$ cat src/hw/rtl/assert_macros.svh
// Assertion macros shared by the integer-to-Roman converter modules.
`ifndef ASSERT_MACROS_SVH
`define ASSERT_MACROS_SVH

// Checks a property on every rising clock edge while reset is released.
`define RTN_ASSERT(lbl, clk, rst_n, prop, msg) \
	lbl: assert property (@(posedge clk) disable iff (!rst_n) prop) else $error(msg);

// Checks that a condition never holds on a rising clock edge while reset is released.
`define RTN_NEVER(lbl, clk, rst_n, cond, msg) \
	lbl: assert property (@(posedge clk) disable iff (!rst_n) !(cond)) else $error(msg);

`endif

$ cat src/hw/rtl/rtn_pkg.sv
// Types, constants and symbol tables for the integer-to-Roman converter.
`timescale 1ns / 1ps
`default_nettype none

package rtn_pkg;

	localparam int unsigned NUM_W      = 12;
	localparam int unsigned SYM_W      = 8;
	localparam int unsigned CONV_STEPS = NUM_W;
	localparam logic [NUM_W-1:0] MAX_NUMBER = 12'd3999;

	localparam logic [SYM_W-1:0] SYM_NONE = 8'h00;
	localparam logic [SYM_W-1:0] SYM_I    = 8'h49;
	localparam logic [SYM_W-1:0] SYM_V    = 8'h56;
	localparam logic [SYM_W-1:0] SYM_X    = 8'h58;
	localparam logic [SYM_W-1:0] SYM_L    = 8'h4C;
	localparam logic [SYM_W-1:0] SYM_C    = 8'h43;
	localparam logic [SYM_W-1:0] SYM_D    = 8'h44;
	localparam logic [SYM_W-1:0] SYM_M    = 8'h4D;

	// Decimal positions.
	localparam logic [1:0] POS_ONES      = 2'd0;
	localparam logic [1:0] POS_TENS      = 2'd1;
	localparam logic [1:0] POS_HUNDREDS  = 2'd2;
	localparam logic [1:0] POS_THOUSANDS = 2'd3;

	// Symbol slots within a position.
	localparam logic [1:0] SLOT_UNIT = 2'd0;
	localparam logic [1:0] SLOT_FIVE = 2'd1;
	localparam logic [1:0] SLOT_NEXT = 2'd2;

	// One decimal digit handed from the front end to the back end.
	typedef struct packed {
		logic       is_empty;
		logic       is_last;
		logic [1:0] pos;
		logic [3:0] digit;
	} rtn_entry_t;

	typedef enum logic [1:0] {
		ST_IDLE,
		ST_CONV,
		ST_PUSH
	} rtn_front_state_t;

	// Index of the final character in the pattern of a digit.
	function automatic logic [1:0] pat_last_idx(input logic [3:0] digit);
		logic [1:0] idx;
		case (digit)
			4'd2, 4'd4, 4'd6, 4'd9: idx = 2'd1;
			4'd3, 4'd7:             idx = 2'd2;
			4'd8:                   idx = 2'd3;
			default:                idx = 2'd0;
		endcase
		return idx;
	endfunction

	// Symbol slot of character k in the pattern of a digit.
	function automatic logic [1:0] pat_slot(input logic [3:0] digit, input logic [1:0] k);
		logic [1:0] slot;
		case (digit)
			4'd4: begin
				slot = (k == 2'd0) ? SLOT_UNIT : SLOT_FIVE;
			end
			4'd5, 4'd6, 4'd7, 4'd8: begin
				slot = (k == 2'd0) ? SLOT_FIVE : SLOT_UNIT;
			end
			4'd9: begin
				slot = (k == 2'd0) ? SLOT_UNIT : SLOT_NEXT;
			end
			default: begin
				slot = SLOT_UNIT;
			end
		endcase
		return slot;
	endfunction

	// ASCII symbol for a slot at a decimal position.
	function automatic logic [SYM_W-1:0] pos_sym(input logic [1:0] pos, input logic [1:0] slot);
		logic [SYM_W-1:0] s;
		case (pos)
			POS_ONES: begin
				s = (slot == SLOT_UNIT) ? SYM_I : (slot == SLOT_FIVE) ? SYM_V : SYM_X;
			end
			POS_TENS: begin
				s = (slot == SLOT_UNIT) ? SYM_X : (slot == SLOT_FIVE) ? SYM_L : SYM_C;
			end
			POS_HUNDREDS: begin
				s = (slot == SLOT_UNIT) ? SYM_C : (slot == SLOT_FIVE) ? SYM_D : SYM_M;
			end
			default: begin
				s = SYM_M;
			end
		endcase
		return s;
	endfunction

endpackage

`default_nettype wire

$ cat src/hw/rtl/rtn_front.sv
// Front end: queues the nonzero decimal digits of a number, or an empty entry for zero.
`timescale 1ns / 1ps
`default_nettype none
`include "assert_macros.svh"

module rtn_front
	import rtn_pkg::*;
(
	input  wire logic             clk,
	input  wire logic             arst_n,
	input  wire logic             start,
	input  wire logic [NUM_W-1:0] number,
	output logic                  busy,
	output logic                  push,
	output rtn_entry_t            push_entry,
	input  wire logic             full
);

	localparam int unsigned CNT_W = $clog2(CONV_STEPS);

	rtn_front_state_t state_q, state_d;

	logic [NUM_W-1:0] bin_q;
	logic [15:0]      bcd_q;
	logic [CNT_W-1:0] cnt_q;
	logic [1:0]       pos_q;

	logic [NUM_W-1:0] sat_num;
	logic [15:0]      bcd_adj;
	logic [1:0]       low_pos;
	logic [3:0]       cur_digit;
	logic             load;
	logic             step;
	logic             enter_push;
	logic             pos_dec;

	// Out-of-range inputs saturate to the largest numeral.
	assign sat_num = (number > MAX_NUMBER) ? MAX_NUMBER : number;

	// Shift-and-add-three correction, one per BCD digit.
	always_comb begin
		bcd_adj = bcd_q;
		for (int i = 0; i < 4; i++) begin
			if (bcd_q[i*4 +: 4] >= 4'd5) begin
				bcd_adj[i*4 +: 4] = bcd_q[i*4 +: 4] + 4'd3;
			end
		end
	end

	// Lowest nonzero decimal position; its pattern carries the final character.
	always_comb begin
		if (bcd_q[3:0] != 4'd0) begin
			low_pos = POS_ONES;
		end else if (bcd_q[7:4] != 4'd0) begin
			low_pos = POS_TENS;
		end else if (bcd_q[11:8] != 4'd0) begin
			low_pos = POS_HUNDREDS;
		end else begin
			low_pos = POS_THOUSANDS;
		end
	end

	assign cur_digit = bcd_q[{pos_q, 2'b00} +: 4];

	// State register.
	always_ff @(posedge clk or negedge arst_n) begin
		if (!arst_n) begin
			state_q <= ST_IDLE;
		end else begin
			state_q <= state_d;
		end
	end

	// Next state and queue requests.
	always_comb begin
		state_d    = state_q;
		busy       = 1'b1;
		load       = 1'b0;
		step       = 1'b0;
		enter_push = 1'b0;
		pos_dec    = 1'b0;
		push       = 1'b0;
		push_entry = '{is_empty: 1'b0, is_last: 1'b0, pos: pos_q, digit: cur_digit};
		case (state_q)
			ST_IDLE: begin
				busy = 1'b0;
				if (start) begin
					load    = 1'b1;
					state_d = ST_CONV;
				end
			end
			ST_CONV: begin
				step = 1'b1;
				if (cnt_q == '0) begin
					enter_push = 1'b1;
					state_d    = ST_PUSH;
				end
			end
			ST_PUSH: begin
				if (bcd_q == 16'd0) begin
					// Zero gives a single empty request.
					push_entry.is_empty = 1'b1;
					push_entry.is_last  = 1'b1;
					if (!full) begin
						push    = 1'b1;
						state_d = ST_IDLE;
					end
				end else if (cur_digit == 4'd0) begin
					pos_dec = 1'b1;
				end else begin
					push_entry.is_last = (pos_q == low_pos);
					if (!full) begin
						push = 1'b1;
						if (pos_q == low_pos) begin
							state_d = ST_IDLE;
						end else begin
							pos_dec = 1'b1;
						end
					end
				end
			end
			default: begin
				state_d = ST_IDLE;
			end
		endcase
	end

	// Conversion datapath: one binary bit shifts into the BCD register per cycle.
	always_ff @(posedge clk) begin
		if (load) begin
			bin_q <= sat_num;
			bcd_q <= '0;
			cnt_q <= CNT_W'(CONV_STEPS - 1);
		end else if (step) begin
			bcd_q <= {bcd_adj[14:0], bin_q[NUM_W-1]};
			bin_q <= {bin_q[NUM_W-2:0], 1'b0};
			cnt_q <= cnt_q - 1'b1;
		end
		if (enter_push) begin
			pos_q <= POS_THOUSANDS;
		end else if (pos_dec) begin
			pos_q <= pos_q - 1'b1;
		end
	end

	`RTN_ASSERT(a_busy_after_start, clk, arst_n, $rose(busy) |-> $past(start), "front went busy without a request")
	`RTN_NEVER(a_push_zero_digit, clk, arst_n, push && !push_entry.is_empty && push_entry.digit == 4'd0, "zero digit queued")
	`RTN_NEVER(a_push_when_full, clk, arst_n, push && full, "queue written while full")

endmodule

`default_nettype wire

$ cat src/hw/rtl/rtn_fifo.sv
// Short queue of digit requests between the front end and the back end.
`timescale 1ns / 1ps
`default_nettype none
`include "assert_macros.svh"

module rtn_fifo
	import rtn_pkg::*;
#(
	parameter int unsigned DEPTH = 4
) (
	input  wire logic       clk,
	input  wire logic       arst_n,
	input  wire logic       push,
	input  wire rtn_entry_t push_entry,
	output logic            full,
	input  wire logic       pop,
	output rtn_entry_t      head,
	output logic            empty
);

	localparam int unsigned AW = (DEPTH > 1) ? $clog2(DEPTH) : 1;
	localparam int unsigned CW = $clog2(DEPTH + 1);

	rtn_entry_t    mem_q [DEPTH];
	logic [AW-1:0] wr_ptr_q;
	logic [AW-1:0] rd_ptr_q;
	logic [CW-1:0] count_q;
	logic          do_push;
	logic          do_pop;

	assign full    = (count_q == CW'(DEPTH));
	assign empty   = (count_q == '0);
	assign do_push = push && !full;
	assign do_pop  = pop && !empty;
	assign head    = mem_q[rd_ptr_q];

	// Pointers and fill count.
	always_ff @(posedge clk or negedge arst_n) begin
		if (!arst_n) begin
			wr_ptr_q <= '0;
			rd_ptr_q <= '0;
			count_q  <= '0;
		end else begin
			if (do_push) begin
				wr_ptr_q <= (wr_ptr_q == AW'(DEPTH - 1)) ? '0 : wr_ptr_q + 1'b1;
			end
			if (do_pop) begin
				rd_ptr_q <= (rd_ptr_q == AW'(DEPTH - 1)) ? '0 : rd_ptr_q + 1'b1;
			end
			if (do_push && !do_pop) begin
				count_q <= count_q + 1'b1;
			end else if (do_pop && !do_push) begin
				count_q <= count_q - 1'b1;
			end
		end
	end

	// Entry storage.
	always_ff @(posedge clk) begin
		if (do_push) begin
			mem_q[wr_ptr_q] <= push_entry;
		end
	end

	`RTN_NEVER(a_pop_when_empty, clk, arst_n, pop && empty, "queue read while empty")

endmodule

`default_nettype wire

$ cat src/hw/rtl/rtn_back.sv
// Back end: expands each queued digit into its Roman characters, one per cycle while the queue is not empty.
`timescale 1ns / 1ps
`default_nettype none
`include "assert_macros.svh"

module rtn_back
	import rtn_pkg::*;
(
	input  wire logic             clk,
	input  wire logic             arst_n,
	input  wire rtn_entry_t       head,
	input  wire logic             empty,
	output logic                  pop,
	output logic                  strobe,
	output logic [SYM_W-1:0]      symbol,
	output logic                  last,
	output logic                  empty_res
);

	logic [1:0]       k_q;
	logic             strobe_q;
	logic [SYM_W-1:0] symbol_q;
	logic             last_q;
	logic             empty_res_q;

	logic             head_valid;
	logic             char_end;
	logic [SYM_W-1:0] cur_sym;

	// Current character of the digit at the queue head.
	assign head_valid = !empty;
	assign char_end   = head.is_empty || (k_q == pat_last_idx(head.digit));
	assign pop        = head_valid && char_end;
	assign cur_sym    = head.is_empty ? SYM_NONE :
		pos_sym(head.pos, pat_slot(head.digit, k_q));

	// Character index and output register.
	always_ff @(posedge clk or negedge arst_n) begin
		if (!arst_n) begin
			k_q         <= '0;
			strobe_q    <= 1'b0;
			last_q      <= 1'b0;
			empty_res_q <= 1'b0;
		end else begin
			if (pop) begin
				k_q <= '0;
			end else if (head_valid) begin
				k_q <= k_q + 1'b1;
			end
			strobe_q    <= head_valid;
			last_q      <= pop && head.is_last;
			empty_res_q <= head_valid && head.is_empty;
		end
	end

	always_ff @(posedge clk) begin
		symbol_q <= cur_sym;
	end

	assign strobe    = strobe_q;
	assign symbol    = symbol_q;
	assign last      = last_q;
	assign empty_res = empty_res_q;

	`RTN_ASSERT(a_last_has_strobe, clk, arst_n, last_q |-> strobe_q, "last flag without a result")
	`RTN_ASSERT(a_empty_is_single, clk, arst_n, empty_res_q |-> (last_q && symbol_q == SYM_NONE), "empty result malformed")

endmodule

`default_nettype wire

$ cat src/hw/rtl/integer_to_roman_numeral.sv
// Integer to Roman numeral converter: top level joining front end, queue and back end.
// The first character appears after the binary-to-decimal shift loop, the walk past leading
// zero positions, the queue and the output register, later if the queue is full. The front
// end is busy for the shift loop and each position it walks, and takes a new request once
// its last digit is queued, even while the back end still emits; reset clears control state.
// Back end: one character per cycle while the queue is not empty, with no receiver stall.
`timescale 1ns / 1ps
`default_nettype none

module integer_to_roman_numeral
	import rtn_pkg::*;
#(
	parameter int unsigned QUEUE_DEPTH = 4
) (
	input  wire logic             clk,
	input  wire logic             arst_n,
	input  wire logic             start,
	input  wire logic [NUM_W-1:0] number,
	output logic                  busy,
	output logic                  strobe,
	output logic [SYM_W-1:0]      symbol,
	output logic                  last,
	output logic                  empty_res
);

	rtn_entry_t push_entry;
	rtn_entry_t head;
	logic       push;
	logic       full;
	logic       pop;
	logic       empty;

	rtn_front u_front (
		.clk        (clk),
		.arst_n     (arst_n),
		.start      (start),
		.number     (number),
		.busy       (busy),
		.push       (push),
		.push_entry (push_entry),
		.full       (full)
	);

	rtn_fifo #(
		.DEPTH (QUEUE_DEPTH)
	) u_fifo (
		.clk        (clk),
		.arst_n     (arst_n),
		.push       (push),
		.push_entry (push_entry),
		.full       (full),
		.pop        (pop),
		.head       (head),
		.empty      (empty)
	);

	rtn_back u_back (
		.clk       (clk),
		.arst_n    (arst_n),
		.head      (head),
		.empty     (empty),
		.pop       (pop),
		.strobe    (strobe),
		.symbol    (symbol),
		.last      (last),
		.empty_res (empty_res)
	);

endmodule

`default_nettype wire
$ cat config.mk
export PLATFORM = sky130hd
export DESIGN_NAME = integer_to_roman_numeral
export DESIGN_NICKNAME = d
export VERILOG_FILES = /design/src/hw/rtl/rtn_pkg.sv /design/src/hw/rtl/rtn_front.sv /design/src/hw/rtl/rtn_fifo.sv /design/src/hw/rtl/rtn_back.sv /design/src/hw/rtl/integer_to_roman_numeral.sv
export VERILOG_INCLUDE_DIRS = /design/src /design/src/hw/rtl
export SDC_FILE = /design/constraint.sdc
export NUM_CORES = 1
export LEC_CHECK = 0
export ABC_AREA = 1
export BUFFER_PORTS_ARGS = -buffer_cell sky130_fd_sc_hd__clkbuf_2
export CAP_MARGIN = 20
export CORE_UTILIZATION = 50
export CTS_BUF_LIST = sky130_fd_sc_hd__clkbuf_4
export CTS_CLUSTER_DIAMETER = 30
export DETAILED_ROUTE_END_ITERATION = 7
export PLACE_DENSITY = 0.73
export SLEW_MARGIN = 20
export SYNTH_ARGS = -nofsm -noshare
export SYNTH_HDL_FRONTEND = slang
export SYNTH_SLANG_ARGS = --single-unit
export TNS_END_PERCENT = 20
$ cat constraint.sdc
create_clock -name clk -period 5.7 [get_ports clk]
set_clock_uncertainty 0.15 [all_clocks]
set_input_delay 0.57 -clock clk [delete_from_list [all_inputs] [get_ports clk]]
set_output_delay 0.57 -clock clk [all_outputs]
set_load 0.01 [all_outputs]
==> metrics.txt <==
# TYPE chip_impl_metric gauge
chip_impl_info{name="final_cell_mix",value="sky130_fd_sc_hd__nand2_1 (106), sky130_fd_sc_hd__inv_1 (62), sky130_fd_sc_hd__edfxtp_1 (44)"} 1
chip_impl_info{name="run_status",value="finished clean"} 1
chip_impl_metric{name="synth.area.mux_share",unit="%"} 0.2619
chip_impl_metric{name="netlist-cell-type-count",unit=""} 50
chip_impl_metric{name="drt_pre_antenna_iters",unit=""} 4
chip_impl_metric{name="multi_input_comb_area",unit="sq mm"} 0.001714
chip_impl_metric{name="max-slew-margin-rel",unit="%"} 47.25
chip_impl_metric{name="final-setup-viol-count",unit=""} 0
chip_impl_metric{name="io-pin-count",unit=""} 27
chip_impl_metric{name="numClockSinks",unit=""} 86
chip_impl_metric{name="postRouteWirelength",unit="microns"} 7749
chip_impl_metric{name="die-area",unit="sq mm"} 0.008973
chip_impl_info{name="hp-class",value="in2reg"} 1
chip_impl_metric{name="post_drt_wl_per_cell",unit="microns"} 12.54
chip_impl_metric{name="port_buffers",unit=""} 24
chip_impl_metric{name="floorplan.die.width",unit="microns"} 94.73
chip_impl_metric{name="synth_cells",unit=""} 484
chip_impl_metric{name="synth_compound_area_share",unit="%"} 11.15
chip_impl_metric{name="synth_adder_area_share",unit="%"} 5.413
chip_impl_metric{name="ff_latch_area",unit="sq mm"} 0.002232
chip_impl_metric{name="die_h",unit="microns"} 94.73
chip_impl_metric{name="peakVddDrop",unit="V"} 0.0002931
chip_impl_metric{name="dpl.hpwl",unit="microns"} 5611
chip_impl_metric{name="power_per_cell_area",unit="mW/mm^2"} 569.9
chip_impl_metric{name="remaining_drc_errors",unit=""} 0
chip_impl_metric{name="insertion_delay",unit="ns"} 0.43
chip_impl_info{name="rsz0062_at_grt",value="no"} 1
chip_impl_metric{name="avgViaCountPerCell",unit=""} 5.138
chip_impl_metric{name="edff_count_synth",unit=""} 44
chip_impl_metric{name="timing.critical_path.fanout_max",unit=""} 20
chip_impl_metric{name="synth_simple_gate_area_share",unit="%"} 21.86
chip_impl_metric{name="postSynth.asyncResetShare",unit="%"} 16.28
chip_impl_metric{name="fin_setup_tns",unit="ns"} 0
chip_impl_info{name="cts_tree",value="yes"} 1
chip_impl_metric{name="layout.nets",unit=""} 541
chip_impl_info{name="synth-main-ff-cell",value="sky130_fd_sc_hd__edfxtp_1"} 1
chip_impl_metric{name="postSynthRegisterBits",unit=""} 86
chip_impl_metric{name="synthesis.area_per_instance",unit="sq um"} 8.882
chip_impl_metric{name="instances_no_fill",unit=""} 618
chip_impl_metric{name="gr-total-overflow",unit=""} 0
chip_impl_metric{name="seq_area_frac_synth",unit="%"} 51.92
chip_impl_metric{name="layout-area-overhead-vs-synth",unit="%"} 7.625
chip_impl_metric{name="final_worst_path_period_share",unit="%"} 54.92
chip_impl_info{name="final_common_cell",value="sky130_fd_sc_hd__nand2_1"} 1
chip_impl_metric{name="worst_ep_arrival_time",unit="ns"} 3.31
chip_impl_metric{name="timing.fmax",unit="GHz"} 0.3194
chip_impl_metric{name="finish.utilization",unit="%"} 56.03
chip_impl_metric{name="leakagePower",unit="uW"} 0.002089
chip_impl_metric{name="max_slew.worst_pin.slew",unit="ns"} 0.7904
chip_impl_metric{name="start_util",unit="%"} 52.06
chip_impl_metric{name="gp_routability_congestion",unit=""} 0.8140
chip_impl_info{name="timing.critical_path.from_type",value="flop"} 1
chip_impl_metric{name="vias",unit=""} 3175
chip_impl_metric{name="antenna_found_initial",unit=""} 0
chip_impl_info{name="cp-end-kind",value="flop"} 1
chip_impl_info{name="synth_top_family_by_area",value="simple AND/OR/NAND/NOR gates"} 1
chip_impl_info{name="criticalPathCategory",value="reg2reg"} 1
chip_impl_metric{name="nFillCells",unit=""} 738
chip_impl_metric{name="first_global_vias",unit=""} 2968
chip_impl_metric{name="layout-drive-gt1-share",unit="%"} 13.06
chip_impl_metric{name="placeable_core_area",unit="sq mm"} 0.008258
chip_impl_metric{name="synthesis.yosys.warnings",unit=""} 0
chip_impl_metric{name="synthXorXnorAreaFrac",unit="%"} 1.019
chip_impl_metric{name="post_cts_resize_count",unit=""} 0
chip_impl_metric{name="finalMaxSlewViolations",unit=""} 0
chip_impl_metric{name="crit_required",unit="ns"} 5.88
chip_impl_metric{name="htreeDepth",unit=""} 3
chip_impl_metric{name="drv.max_cap_violation_count",unit=""} 0
chip_impl_metric{name="detail_route.iter0.violations",unit=""} 118
chip_impl_metric{name="grt_pass1_wl",unit="microns"} 13140
chip_impl_metric{name="postcts_setup_bufs",unit=""} 0
chip_impl_metric{name="grt_usage",unit="%"} 18.96
chip_impl_metric{name="pin_count_of_the_biggest_net_entering_global_routing",unit=""} 24
chip_impl_metric{name="final_period_minus_worst_setup_slack",unit="ns"} 3.131
chip_impl_metric{name="antenna_cells",unit=""} 0
chip_impl_metric{name="clock_path_buffers",unit=""} 2
chip_impl_info{name="clk_root_buffer_cell",value="sky130_fd_sc_hd__clkbuf_4"} 1
chip_impl_metric{name="final_hold_viol_count",unit=""} 0
chip_impl_metric{name="route.antenna.remaining_nets",unit=""} 0
chip_impl_metric{name="post_synth_instance_area",unit="sq mm"} 0.004299
chip_impl_metric{name="placed_cells_incl_taps",unit=""} 601
chip_impl_metric{name="cts.reportedPaths.clkPinSlew",unit="ns"} 0.14
chip_impl_metric{name="cts_inserted_buffers",unit=""} 9
chip_impl_metric{name="rows",unit=""} 33
==> routing by layer <==
metal  track usage (%)  routed length [microns]  vias to the layer above
met5                 0                        0                        -
li1                  -                        -                     1643
met1             24.02                     3539                     1472
met4             6.439                      134                        0
met2             31.41                     3872                       48
met3             4.911                      203                       12
==> worst max-delay path: stages, from the launching register on <==
cell and delay (ns):
sky130_fd_sc_hd__dfrtp_1 0.82, sky130_fd_sc_hd__inv_8 0.11, sky130_fd_sc_hd__nand2_1 0.09, sky130_fd_sc_hd__nand3_1 0.08, sky130_fd_sc_hd__nand2_2 0.12, sky130_fd_sc_hd__nand2_1 0.08, sky130_fd_sc_hd__clkinv_1 0.07, sky130_fd_sc_hd__nand2_2 0.06
sky130_fd_sc_hd__a21oi_1 0.15, sky130_fd_sc_hd__nor2_2 0.06, sky130_fd_sc_hd__nand2_2 0.11, sky130_fd_sc_hd__nand2_4 0.06, sky130_fd_sc_hd__inv_2 0.07, sky130_fd_sc_hd__ha_1 0.14, sky130_fd_sc_hd__inv_1 0.06, sky130_fd_sc_hd__fa_1 0.37
sky130_fd_sc_hd__a21oi_1 0.14, sky130_fd_sc_hd__o21ai_0 0.11, sky130_fd_sc_hd__xor2_1 0.15
==> cell usage after synthesis, drive strengths merged, types with 3 or more instances <==
cell    number  area (sq um)
nand2      117         471.7
inv         66         255.2
nor2        47         201.4
edfxtp      44          1321
o21ai       38         193.9
nand3       34         200.2
a21oi       29         145.1
dfxtp       28         560.5
ha          17         212.7
dfrtp       14         350.3
buf          7         61.30
clkbuf       6         36.28
o211ai       4         30.03
o22ai        4         25.02
xor2         4         35.03
nand4        3         18.77
==> through the flow <==
step | hold slack [ns] | power, uW | setup slack, ns | instance area [sq um]
2_1_floorplan | 0.1244 | 2022 | 3.058 | 4303
3_3_place_gp | 0.2978 | 2209 | 2.693 | 4457
3_5_place_dp | 0.3044 | 2260 | 2.586 | 4457
4_1_cts | 0.2616 | 2652 | 2.575 | 4627
5_1_grt | 0.2889 | 2887 | 2.260 | 4627
6_report | 0.2743 | 2637 | 2.569 | 4627
==> power by group <==
part	leakage (uW)	total, uW	switching, uW	internal (uW)
combinational	0.00120	1180	754	426
sequential	0.000807	1070	167	899
clock	0.0000844	391	209	182
total	0.00209	2640	1130	1510
==> registers in the layout, indices dropped and copies added (netlist names) <==
register	flops
u_back.empty_res	1
u_back.k_q	2
u_back.last	1
u_back.strobe	1
u_back.symbol	6
u_fifo.count_q	3
u_fifo.mem_q	32
u_fifo.rd_ptr_q	2
u_fifo.wr_ptr_q	2
u_front.bcd_q	16
u_front.bin_q	12
u_front.cnt_q	4
u_front.pos_q	2
u_front.state_q	2
==> final timing paths <==
check                                                 end                           start  depth (start not counted)  slack (ns)
setup reg to reg            u_fifo.count_q[2]$_DFFE_PN0P_  u_fifo.rd_ptr_q[0]$_DFFE_PN0P_                         18        2.57
setup / recovery            u_fifo.count_q[2]$_DFFE_PN0P_  u_fifo.rd_ptr_q[0]$_DFFE_PN0P_                         18        2.57
min in group asynchronous       u_back.k_q[1]$_DFFE_PN0P_                          arst_n                          2        0.40
hold reg to reg             u_front.bcd_q[0]$_SDFFE_PP0P_     u_front.bin_q[11]$_DFFE_PP_                          2        0.33
max in group asynchronous  u_front.state_q[0]$_DFFE_PN0P_                          arst_n                          2        4.72
hold / removal                 u_front.bin_q[7]$_DFFE_PP_                       number[7]                          3        0.27
==> layout make-up <==
| type | count | share of cell area [%] |
|---|---|---|
| clock inverter | 6 | 1.839 |
| inverter | 67 | 5.598 |
| timing repair buffer | 25 | 2.812 |
| multi-input combinational | 319 | 37.05 |
| sequential | 86 | 48.24 |
| tap | 105 | 2.839 |
| clock buffer | 10 | 1.622 |
==> cell families after synthesis <==
group | after synthesis
flops | 86
fa+ha+maj | 18
mux | 1
other cells | 1
buf+inv | 80
compound gates | 85
xor+xnor | 5
simple gates | 208
==> repair_timing <==
action / CTS / global route
hold buffers: 1 / 0
hold endpoints to repair: 14 / 0
endpoints found under the setup margin: 0 / 0
(Power assumes the default switching activity.)
